### config.mk
export PLATFORM = sky130hd
export DESIGN_NAME = register_alu_execute_unit_top
export DESIGN_NICKNAME = d
export VERILOG_FILES = /design/src/sv/raeu_pkg.sv /design/src/sv/raeu_ram.sv /design/src/sv/register_alu_execute_unit_top.sv
export VERILOG_INCLUDE_DIRS = /design/src /design/src/sv
export SDC_FILE = /design/constraint.sdc
export NUM_CORES = 2
export LEC_CHECK = 0
export ABC_AREA = 1
export ABC_CLOCK_PERIOD_IN_PS = 7700
export BUFFER_PORTS_ARGS = -buffer_cell sky130_fd_sc_hd__buf_4
export CAP_MARGIN = 20
export CORE_AREA = 5 5 383 385
export DETAILED_ROUTE_END_ITERATION = 7
export DIE_AREA = 0 0 388 390
export SYNTH_ARGS = -nofsm -noshare
export SYNTH_HDL_FRONTEND = slang
export SYNTH_SLANG_ARGS = --single-unit
### constraint.sdc
create_clock -name clk -period 7.7 [get_ports clk]
set_input_delay 1.54 -clock clk [delete_from_list [all_inputs] [get_ports clk]]
set_output_delay 1.54 -clock clk [all_outputs]
set_load 0.01 [all_outputs]
### src/sv/register_alu_execute_unit_top_macros.svh
// Assertion macros for the register ALU execute unit.
`ifndef REGISTER_ALU_EXECUTE_UNIT_TOP_MACROS_SVH
`define REGISTER_ALU_EXECUTE_UNIT_TOP_MACROS_SVH

// Same-cycle implication, sampled on clk, disabled during reset.
`define RAEU_ASSERT_IMP(lbl, ante, cons, msg) \
	lbl: assert property (@(posedge clk) disable iff (!arst_n) (ante) |-> (cons)) \
		else $error(msg);

// Next-cycle implication, sampled on clk, disabled during reset.
`define RAEU_ASSERT_NXT(lbl, ante, cons, msg) \
	lbl: assert property (@(posedge clk) disable iff (!arst_n) (ante) |=> (cons)) \
		else $error(msg);

`endif

### src/sv/raeu_pkg.sv
// Package: register file size, operation codes and payload types of the ALU execute unit.
`timescale 1ns / 1ps
`default_nettype none

package raeu_pkg;

	// Register file size
	localparam int unsigned NUM_REGS = 32;
	localparam int unsigned REG_AW   = $clog2(NUM_REGS);

	// Operation codes
	localparam logic [2:0] OP_ADD  = 3'd0;
	localparam logic [2:0] OP_SRL  = 3'd1;
	localparam logic [2:0] OP_AND  = 3'd2;
	localparam logic [2:0] OP_OR   = 3'd3;
	localparam logic [2:0] OP_NOR  = 3'd4;
	localparam logic [2:0] OP_HALT = 3'd5;

	// One instruction
	typedef struct packed {
		logic [2:0]         mode;
		logic               src1_is_reg;
		logic signed [31:0] src1_value;
		logic               src2_is_reg;
		logic signed [31:0] src2_value;
		logic               dest_is_reg;
		logic [4:0]         dest_index;
	} cmd_t;

	// One result
	typedef struct packed {
		logic               wrote;
		logic [4:0]         write_index;
		logic signed [31:0] write_value;
		logic               is_running;
	} res_t;

endpackage

`default_nettype wire

### src/sv/raeu_ram.sv
// Generic RAM: one write port, two registered read ports, read-before-write.
`timescale 1ns / 1ps
`default_nettype none

module raeu_ram #(
	parameter int unsigned WIDTH = 32,
	parameter int unsigned DEPTH = 32
) (
	input  wire logic                     clk,
	input  wire logic                     we,
	input  wire logic [$clog2(DEPTH)-1:0] waddr,
	input  wire logic [WIDTH-1:0]         wdata,
	input  wire logic                     re,
	input  wire logic [$clog2(DEPTH)-1:0] raddr_a,
	input  wire logic [$clog2(DEPTH)-1:0] raddr_b,
	output logic      [WIDTH-1:0]         rdata_a,
	output logic      [WIDTH-1:0]         rdata_b
);

	logic [WIDTH-1:0] mem_q [DEPTH];

	// Write and registered reads; a read at the write address returns old data
	always_ff @(posedge clk) begin
		if (we) begin
			mem_q[waddr] <= wdata;
		end
		if (re) begin
			rdata_a <= mem_q[raddr_a];
			rdata_b <= mem_q[raddr_b];
		end
	end

endmodule

`default_nettype wire

### src/sv/register_alu_execute_unit_top.sv
// Top level: register ALU execute unit with register file, forwarding and result register.
// One instruction is taken per cycle and its result is offered from the result register:
// the register file RAM is read at the transfer edge, the ALU works in stage one, and the
// result register loads the outcome when stage one advances. Sustained throughput is one instruction
// per clock; the input stalls only while stage one holds an item and the result register waits
// on res_ready. A write-to-read forward path covers the instruction that follows directly.
// The register file reset is handled by per-register valid bits, so no clearing pass is
// needed and the block is ready right after reset.
`timescale 1ns / 1ps
`default_nettype none
`include "register_alu_execute_unit_top_macros.svh"

module register_alu_execute_unit_top (
	input  wire logic          clk,
	input  wire logic          arst_n,
	input  wire logic          cmd_valid,
	output logic               cmd_ready,
	input  wire raeu_pkg::cmd_t cmd,
	output logic               res_valid,
	input  wire logic          res_ready,
	output raeu_pkg::res_t     res
);

	// Input side decode
	logic                            cmd_xfer;
	logic                            src1_ok;
	logic                            src2_ok;
	logic [raeu_pkg::REG_AW-1:0]     src1_addr;
	logic [raeu_pkg::REG_AW-1:0]     src2_addr;

	// Stage one
	logic                            v_s1;
	raeu_pkg::cmd_t                  cmd_s1;
	logic                            src1_rd_s1;
	logic                            src2_rd_s1;
	logic                            fwd1_s1;
	logic                            fwd2_s1;
	logic [31:0]                     fwd_data_s1;
	logic [31:0]                     rd1;
	logic [31:0]                     rd2;
	logic                            s1_adv;

	// Execute
	logic [31:0]                     op_a;
	logic [31:0]                     op_b;
	logic [31:0]                     alu_r;
	logic                            has_res;
	logic                            dest_ok;
	logic                            wrote_c;
	logic                            wr_en;
	logic [raeu_pkg::REG_AW-1:0]     wr_addr;
	raeu_pkg::res_t                  res_c;

	// Architectural state
	logic [raeu_pkg::NUM_REGS-1:0]   rf_vld_q;
	logic                            running_q;
	logic                            res_valid_q;
	raeu_pkg::res_t                  res_q;

	// Handshake
	assign s1_adv    = !res_valid_q || res_ready;
	assign cmd_ready = !v_s1 || s1_adv;
	assign cmd_xfer  = cmd_valid && cmd_ready;
	assign res_valid = res_valid_q;
	assign res       = res_q;

	// Source index decode at the transfer
	assign src1_ok   = cmd.src1_is_reg && ($unsigned(cmd.src1_value) < 32'(raeu_pkg::NUM_REGS));
	assign src2_ok   = cmd.src2_is_reg && ($unsigned(cmd.src2_value) < 32'(raeu_pkg::NUM_REGS));
	assign src1_addr = cmd.src1_value[raeu_pkg::REG_AW-1:0];
	assign src2_addr = cmd.src2_value[raeu_pkg::REG_AW-1:0];

	// Register file
	raeu_ram #(
		.WIDTH (32),
		.DEPTH (raeu_pkg::NUM_REGS)
	) u_rf (
		.clk     (clk),
		.we      (wr_en),
		.waddr   (wr_addr),
		.wdata   (alu_r),
		.re      (cmd_xfer),
		.raddr_a (src1_addr),
		.raddr_b (src2_addr),
		.rdata_a (rd1),
		.rdata_b (rd2)
	);

	// Stage one valid
	always_ff @(posedge clk or negedge arst_n) begin
		if (!arst_n) begin
			v_s1 <= 1'b0;
		end else if (cmd_xfer) begin
			v_s1 <= 1'b1;
		end else if (s1_adv) begin
			v_s1 <= 1'b0;
		end
	end

	// Stage one payload, read qualifiers and forward from the write at the same edge
	always_ff @(posedge clk) begin
		if (cmd_xfer) begin
			cmd_s1      <= cmd;
			src1_rd_s1  <= src1_ok && rf_vld_q[src1_addr];
			src2_rd_s1  <= src2_ok && rf_vld_q[src2_addr];
			fwd1_s1     <= wr_en && src1_ok && (src1_addr == wr_addr);
			fwd2_s1     <= wr_en && src2_ok && (src2_addr == wr_addr);
			fwd_data_s1 <= alu_r;
		end
	end

	// Operand select
	always_comb begin
		if (!cmd_s1.src1_is_reg) begin
			op_a = cmd_s1.src1_value;
		end else if (fwd1_s1) begin
			op_a = fwd_data_s1;
		end else if (src1_rd_s1) begin
			op_a = rd1;
		end else begin
			op_a = '0;
		end
		if (!cmd_s1.src2_is_reg) begin
			op_b = cmd_s1.src2_value;
		end else if (fwd2_s1) begin
			op_b = fwd_data_s1;
		end else if (src2_rd_s1) begin
			op_b = rd2;
		end else begin
			op_b = '0;
		end
	end

	// ALU
	always_comb begin
		alu_r   = '0;
		has_res = 1'b1;
		unique case (cmd_s1.mode)
			raeu_pkg::OP_ADD: begin
				alu_r = op_a + op_b;
			end
			raeu_pkg::OP_SRL: begin
				alu_r = (op_a < 32'd32) ? (op_b >> op_a[4:0]) : '0;
			end
			raeu_pkg::OP_AND: begin
				alu_r = op_a & op_b;
			end
			raeu_pkg::OP_OR: begin
				alu_r = op_a | op_b;
			end
			raeu_pkg::OP_NOR: begin
				alu_r = ~(op_a | op_b);
			end
			default: begin
				// halt and unused codes write nothing
				has_res = 1'b0;
			end
		endcase
	end

	// Writeback decision and result
	always_comb begin
		dest_ok     = 32'(cmd_s1.dest_index) < 32'(raeu_pkg::NUM_REGS);
		wrote_c     = has_res && cmd_s1.dest_is_reg && dest_ok;
		wr_en       = v_s1 && s1_adv && wrote_c;
		wr_addr     = raeu_pkg::REG_AW'(cmd_s1.dest_index);
		res_c.wrote       = wrote_c;
		res_c.write_index = wrote_c ? cmd_s1.dest_index : 5'd0;
		res_c.write_value = wrote_c ? alu_r : 32'd0;
		res_c.is_running  = (cmd_s1.mode == raeu_pkg::OP_HALT) ? 1'b0 : running_q;
	end

	// Register valid bits and running flag
	always_ff @(posedge clk or negedge arst_n) begin
		if (!arst_n) begin
			rf_vld_q  <= '0;
			running_q <= 1'b1;
		end else begin
			if (wr_en) begin
				rf_vld_q[wr_addr] <= 1'b1;
			end
			if (v_s1 && s1_adv && (cmd_s1.mode == raeu_pkg::OP_HALT)) begin
				running_q <= 1'b0;
			end
		end
	end

	// Result register
	always_ff @(posedge clk or negedge arst_n) begin
		if (!arst_n) begin
			res_valid_q <= 1'b0;
		end else if (s1_adv) begin
			res_valid_q <= v_s1;
		end
	end

	always_ff @(posedge clk) begin
		if (s1_adv && v_s1) begin
			res_q <= res_c;
		end
	end

	// Checks
	`RAEU_ASSERT_IMP(a_nowrite_zero, res_valid_q && !res_q.wrote,
		(res_q.write_index == 5'd0) && (res_q.write_value == 32'd0),
		"result without write carries nonzero index or value")
	`RAEU_ASSERT_NXT(a_halt_sticky, !running_q, !running_q,
		"running flag set again without reset")
	`RAEU_ASSERT_IMP(a_ready_blocked, !cmd_ready, v_s1 && res_valid_q && !res_ready,
		"input stalled while the pipeline can move")
	`RAEU_ASSERT_IMP(a_write_moves, wr_en, v_s1 && s1_adv && (cmd_s1.mode <= raeu_pkg::OP_NOR),
		"register write without an advancing ALU instruction")

endmodule

`default_nettype wire

[Yosys cells after proc, flatten, opt, wreduce, memory -nomap -nowiden]
Memories as Yosys holds them, arrays and structs flattened. A register that Yosys moved wholly into a read port is not among the register bits.
Cells that the tools add are included.
Storage, ports and cells
  bits in registers: 185
  memory bits (writable): 1024
  input bits: 79
  output and inout bits: 41
  logic and storage cells: 81
  memories: 1
Cells by class
  add/subtract/negate cells: 1
  order comparisons: 7
  eq/ne operators: 7
  shifts and indexed selects: 1
  mux-type cells: 19
  bitwise gates (word level): 4
  reduce and logical (&&, ||, !) cells: 21
Memories
  u_rf.mem_q: words 32, bits a word 32, read ports 2, clocked after memory_dff 2, wr ports 1, line raeu_ram.sv:20  | logic [WIDTH-1:0] mem_q [DEPTH];
Operators by type and width (number)
  2-to-1 mux 32 bit: 7
  one-hot mux 32 bit (5 select lines): 1
  < comparator 32 x 6 -> 1 bit (second input constant): 3
  bitwise OR 32 bit: 2
  adder 32 bit: 1
  bitwise AND 32 bit: 1
  inverter 32 bit: 1
  right shift 32 x 5 -> 32 bit: 1
  < comparator 5 x 6 -> 1 bit (second input constant): 3
  logical AND 1 bit: 14
  binary-select mux 1 bit (select 5 bit): 2
  == test 5 bit: 2
  2-to-1 mux 1 bit: 8
  == test 3 x 2 -> 1 bit (second input constant): 2
  == test 3 bit (second input constant): 2
  demux 1 bit (select 5 bit): 1
  greater-or-equal comparator 5 x 1 -> 1 bit (second input constant): 1
  OR reduction 5 bit: 1
  == test 3 x 1 -> 1 bit (second input constant): 1
  logical NOT 3 bit: 1
  logical NOT 1 bit: 2
  logical OR 1 bit: 2
  nonzero test 2 bit: 1

[Logic depth before layout (Yosys ltp)]
  word-level depth: 7
  gate-level depth with buffers: 21

[Hierarchy]
Synthesis repeated with hierarchy kept, for this count alone.
Second synthesis, totals
  cell total of the unflattened synthesis: 7907
  area, all modules: 68303.0 um^2
Modules (own cells, without submodules)
  raeu_ram: instances 1, cells each 5999, area an instance 54447.2 um^2
  register_alu_execute_unit_top: instances 1, cells each 1908, area an instance 13855.8 um^2

[Least setup slack after synthesis]
Ideal clock, no wire load.
  kind: input to register
  start point: in res_ready
  end point: reg cmd_s1[10] (netlist bit) (enable)
  setup time: 0.528 ns
  data arrival time: 5.198 ns
  path slack: 1.974 ns
  cell stages on the path: 4
  path buffers: 0
  cells stage by stage: inv_1 -> nand3_1 -> nand2_1 -> inv_1
On the way
  longest elaborated chain between the ends: 3
Ends and longest elaborated chain
  from (decl): line register_alu_execute_unit_top.sv:20  | input wire logic res_ready,
  logical OR 1 bit: line register_alu_execute_unit_top.sv:61  | assign s1_adv = !res_valid_q || res_ready;
  logical OR 1 bit: line register_alu_execute_unit_top.sv:62  | assign cmd_ready = !v_s1 || s1_adv;
  via cmd_ready: line register_alu_execute_unit_top.sv:17  | output logic cmd_ready,
  logical AND 1 bit: line register_alu_execute_unit_top.sv:63  | assign cmd_xfer = cmd_valid && cmd_ready;
  via cmd_xfer: line register_alu_execute_unit_top.sv:25  | logic cmd_xfer;
  to (signal assigned): line register_alu_execute_unit_top.sv:103  | cmd_s1 <= cmd;
  to (decl): line register_alu_execute_unit_top.sv:33  | raeu_pkg::cmd_t cmd_s1;
The timed path passes the listed nets, and every way through them passes these cells.
A chain may end at the register's enable or synchronous reset.

[Final worst setup path]
  start point: reg fwd1_s1
  end point: mem u_rf.mem_q[20][23], data pin
On the way
  longest elaborated chain between the ends: 5
Ends and longest elaborated chain
  from (decl): line register_alu_execute_unit_top.sv:36  | logic fwd1_s1;
  from (signal assigned): line register_alu_execute_unit_top.sv:106  | fwd1_s1 <= wr_en && src1_ok && (src1_addr == wr_addr);
  2-to-1 mux 32 bit (*): line register_alu_execute_unit_top.sv:116  | end else if (fwd1_s1) begin
  2-to-1 mux 32 bit (*): line register_alu_execute_unit_top.sv:114  | if (!cmd_s1.src1_is_reg) begin
  < comparator 32 x 6 -> 1 bit (tied with other cells): line register_alu_execute_unit_top.sv:143  | alu_r = (op_a < 32'd32) ? (op_b >> op_a[4:0]) : '0;
  2-to-1 mux 32 bit / inverter 32 bit (equally long branches): line register_alu_execute_unit_top.sv:143, register_alu_execute_unit_top.sv:152
  one-hot mux 32 bit (5 select lines) (*): line register_alu_execute_unit_top.sv:138  | unique case (cmd_s1.mode)
  via alu_r[23]: line register_alu_execute_unit_top.sv:46  | logic [31:0] alu_r;
  to (decl): line raeu_ram.sv:20
Mark *: on every way through the listed nets, which the timed path passes. The rest lies on a longest branch.

==> results.json <==
{
  "run_status": "complete, but fails checks",
  "violations": "DRC",
  "max_freq_ghz": 0.182,
  "crit_path_end_kind": "flop",
  "finalCriticalPeriod_ps": 5490,
  "ir_drop_mv": 0.209,
  "dieHeight_um": 390,
  "final_cell_mix": "1238 x edfxtp_1, 1190 x nor2_1, 1164 x o21ai_0, 641 x nand2_1, 379 x o221ai_1",
  "nets": 6481,
  "worstSkewPairLatency_ps": 810,
  "skew_ps": 33.5,
  "die_area_um2": 151000,
  "hpwlAfterDp_um": 156000,
  "p_leak_nw": 24.4,
  "p_per_area_nw_per_um2": 250,
  "via_count": 56200,
  "cp.required_ps": 8130,
  "cts.clk_slew.worst_paths_ps": 60,
  "numCtsBuffers": 142,
  "drt-total-wl_um": 268000,
  "synth_edf_count": 1238,
  "ant_nets": 0,
  "yosysTopAreaCell": "edfxtp_1",
  "portBuffers": 119,
  "drv_slew": 0,
  "globalRouteTotalUtil": 0.339,
  "yosys_warnings": 0,
  "dpl-instance-area_um2": 66500,
  "critPathKind": "flop to flop",
  "ys_seq_area_frac": 0.597,
  "synth_nets": 6604,
  "rsz0062_at_grt": "false",
  "drc": 5,
  "whs_ps": 446,
  "netlist_area_um2": 63700,
  "final_layout_size_suffix_gt1_frac": 0.0866,
  "clk_path_buf_depth": 3,
  "holdPathStages": 2,
  "cts_setup_buffers": 0,
  "fin_tns_setup_ps": 0,
  "arrival_ps": 5920,
  "mostFrequentLayoutCell": "edfxtp_1",
  "cts_root_buffer": "clkbuf_16",
  "relSlewSlack": 0.187,
  "post_drt_wl_per_cell_um": 32.0,
  "dieWidth_um": 388,
  "critPathMaxFanout": 34,
  "grt_overflow": 0,
  "synth_top_area_frac": 0.584,
  "finalCritPeriodShare": 0.713,
  "cts_resized": 0,
  "post_synth_num_cell_types": 49,
  "yosys-top-cells-area": "edfxtp_1 58%, o21ai_0 9.1%, nor2_1 7.2%",
  "initial_core_util": 0.446,
  "power_mw": 17.8,
  "avgViaCountPerCell": 6.72,
  "gp_congestion": 0.964,
  "syn_inst": 6468,
  "holdBufCountCts": 0,
  "grt_pass1_vias": 51900,
  "synth-seq-cells": 1273,
  "synth_async_sr_flop_share": 0.0275,
  "area_delta_synth_final_pct": 12.3,
  "ios": 120,
  "clock_sinks": 1273,
  "dr.pass1.iters": 8,
  "drt_iter0_drc": 9236,
  "maxCapViolations": 0,
  "core_um2": 143000,
  "holdCritPathClass": "flop to flop",
  "cts_tree": "built",
  "rows": 139,
  "hold_violations": 0,
  "grt_antenna_before_repair": 9,
  "regToRegSetupSlack_ps": 2210,
  "startpoint_type": "flop",
  "yosys_most_used_dff": "edfxtp_1",
  "htree_levels": 4,
  "grt_pass1_wl_um": 376000,
  "avgSynthCellArea_um2": 9.85,
  "worst_pin_slew_ps": 1220,
  "worst-r2r-cell-count": 18,
  "grt_max_degree": 200,
  "stdcell_area_um2": 71500,
  "setup_viol": 0
}
## per-stage QoR
step           std cells  setup slack, ps   util
2_1_floorplan       6468             1970      -
3_3_place_gp        8083             2270  0.464
3_5_place_dp        8090             2150  0.466
4_1_cts             8343             2170  0.498
5_1_grt             8357             1960  0.501
6_report            8368             2210  0.501
## power by group
| group | internal, mW | switching (mW) | total, mW | leakage, nW |
|---|---|---|---|---|
| sequential | 8.04 | 0.178 | 8.21 | 11.8 |
| clock | 3.96 | 2.94 | 6.90 | 2.26 |
| combinational | 0.723 | 2.01 | 2.73 | 10.4 |
| total | 12.7 | 5.13 | 17.8 | 24.4 |
## flip-flops by register name (all words and copies together) (netlist names)
register	count
src2_rd_s1	1
v_s1	1
res_valid	1
src1_rd_s1	1
cmd_s1	70
u_rf.rdata_a	32
u_rf.mem_q	1024
fwd_data_s1	32
running_q	1
fwd1_s1	1
res	39
u_rf.rdata_b	32
rf_vld_q	32
wr_addr	5
fwd2_s1	1
## area by class of cell
type | count | area (µm²)
clock inverters | 80 | 948
flip-flops and latches | 1273 | 38100
diodes | 11 | 27.5
well taps | 1903 | 2380
multi-input cells | 4455 | 23000
repair buffers | 258 | 2540
fillers | 12800 | 71300
clock buffers | 173 | 3700
inverters | 215 | 860
## kinds of logic (layout without fill, tap and decap cells)
kind of cell,count (synthesis),after routing,share of synthesized area
AND/OR/NAND/NOR,2264,2264,0.143
AO/OA/AOI/OAI,2123,2123,0.201
flip-flops,1273,1273,0.597
buffers and inverters,740,726,0.0457
adder cells (fa/ha/maj),57,57,0.0112
XOR/XNOR,11,11,0.00151
other,0,11,0
## final timing paths
check                                            from                           end
worst max-delay path                fwd1_s1$_DFFE_PP_  u_rf.mem_q[20][23]$_DFFE_PP_
worst min-delay path            running_q$_DFFE_PN1P_         running_q$_DFFE_PN1P_
worst max register to register      fwd1_s1$_DFFE_PP_  u_rf.mem_q[20][23]$_DFFE_PP_
worst min register to register  running_q$_DFFE_PN1P_         running_q$_DFFE_PN1P_
max in group asynchronous                      arst_n         running_q$_DFFE_PN1P_
min in group asynchronous                      arst_n      rf_vld_q[16]$_DFFE_PN0P_
## cell usage after synthesis, types with 9 or more instances
master    number
clkbuf_1     451
inv_2         16
o22ai_1      114
o21ai_0     1164
o21ai_2        9
a221oi_1       9
a21oi_1      224
nand2_1      641
or2_1         13
o211ai_1      17
o221ai_1     379
inv_1        196
dfrtp_1       34
buf_4          9
a31oi_1       80
nor4_1        15
o21ai_1       27
a32o_1        16
nor3_1        17
nand3_1      311
ha_1          57
a32oi_1       54
buf_1         22
buf_2         36
edfxtp_1    1238
nor2_1      1222
or2_2         19
## worst max-delay path, cell delays in order (launching register included)
cell,delay (ps)
edfxtp_1,1050
inv_1,290
nand2_1,160
nand3_1,90
o21ai_2,90
buf_4,360
inv_2,350
ha_1,500
nand3_1,130
nand3_1,260
nand2_1,130
nand3_1,240
nand2_1,140
nand2_1,130
nand2_1,110
nand2_1,50
nand2_1,50
nand3_1,90
nand2_1,840
## metal layers
layer | routed length (µm) | up-vias | GRT usage
met1 | 104000 | 27600 | 0.467
met3 | 33000 | 731 | 0.0749
li1 | - | 23600 | -
met4 | 14100 | 2 | 0.171
met5 | 13 | - | 0
met2 | 117000 | 4291 | 0.509
Note: power is estimated with default switching activity, not from simulation.
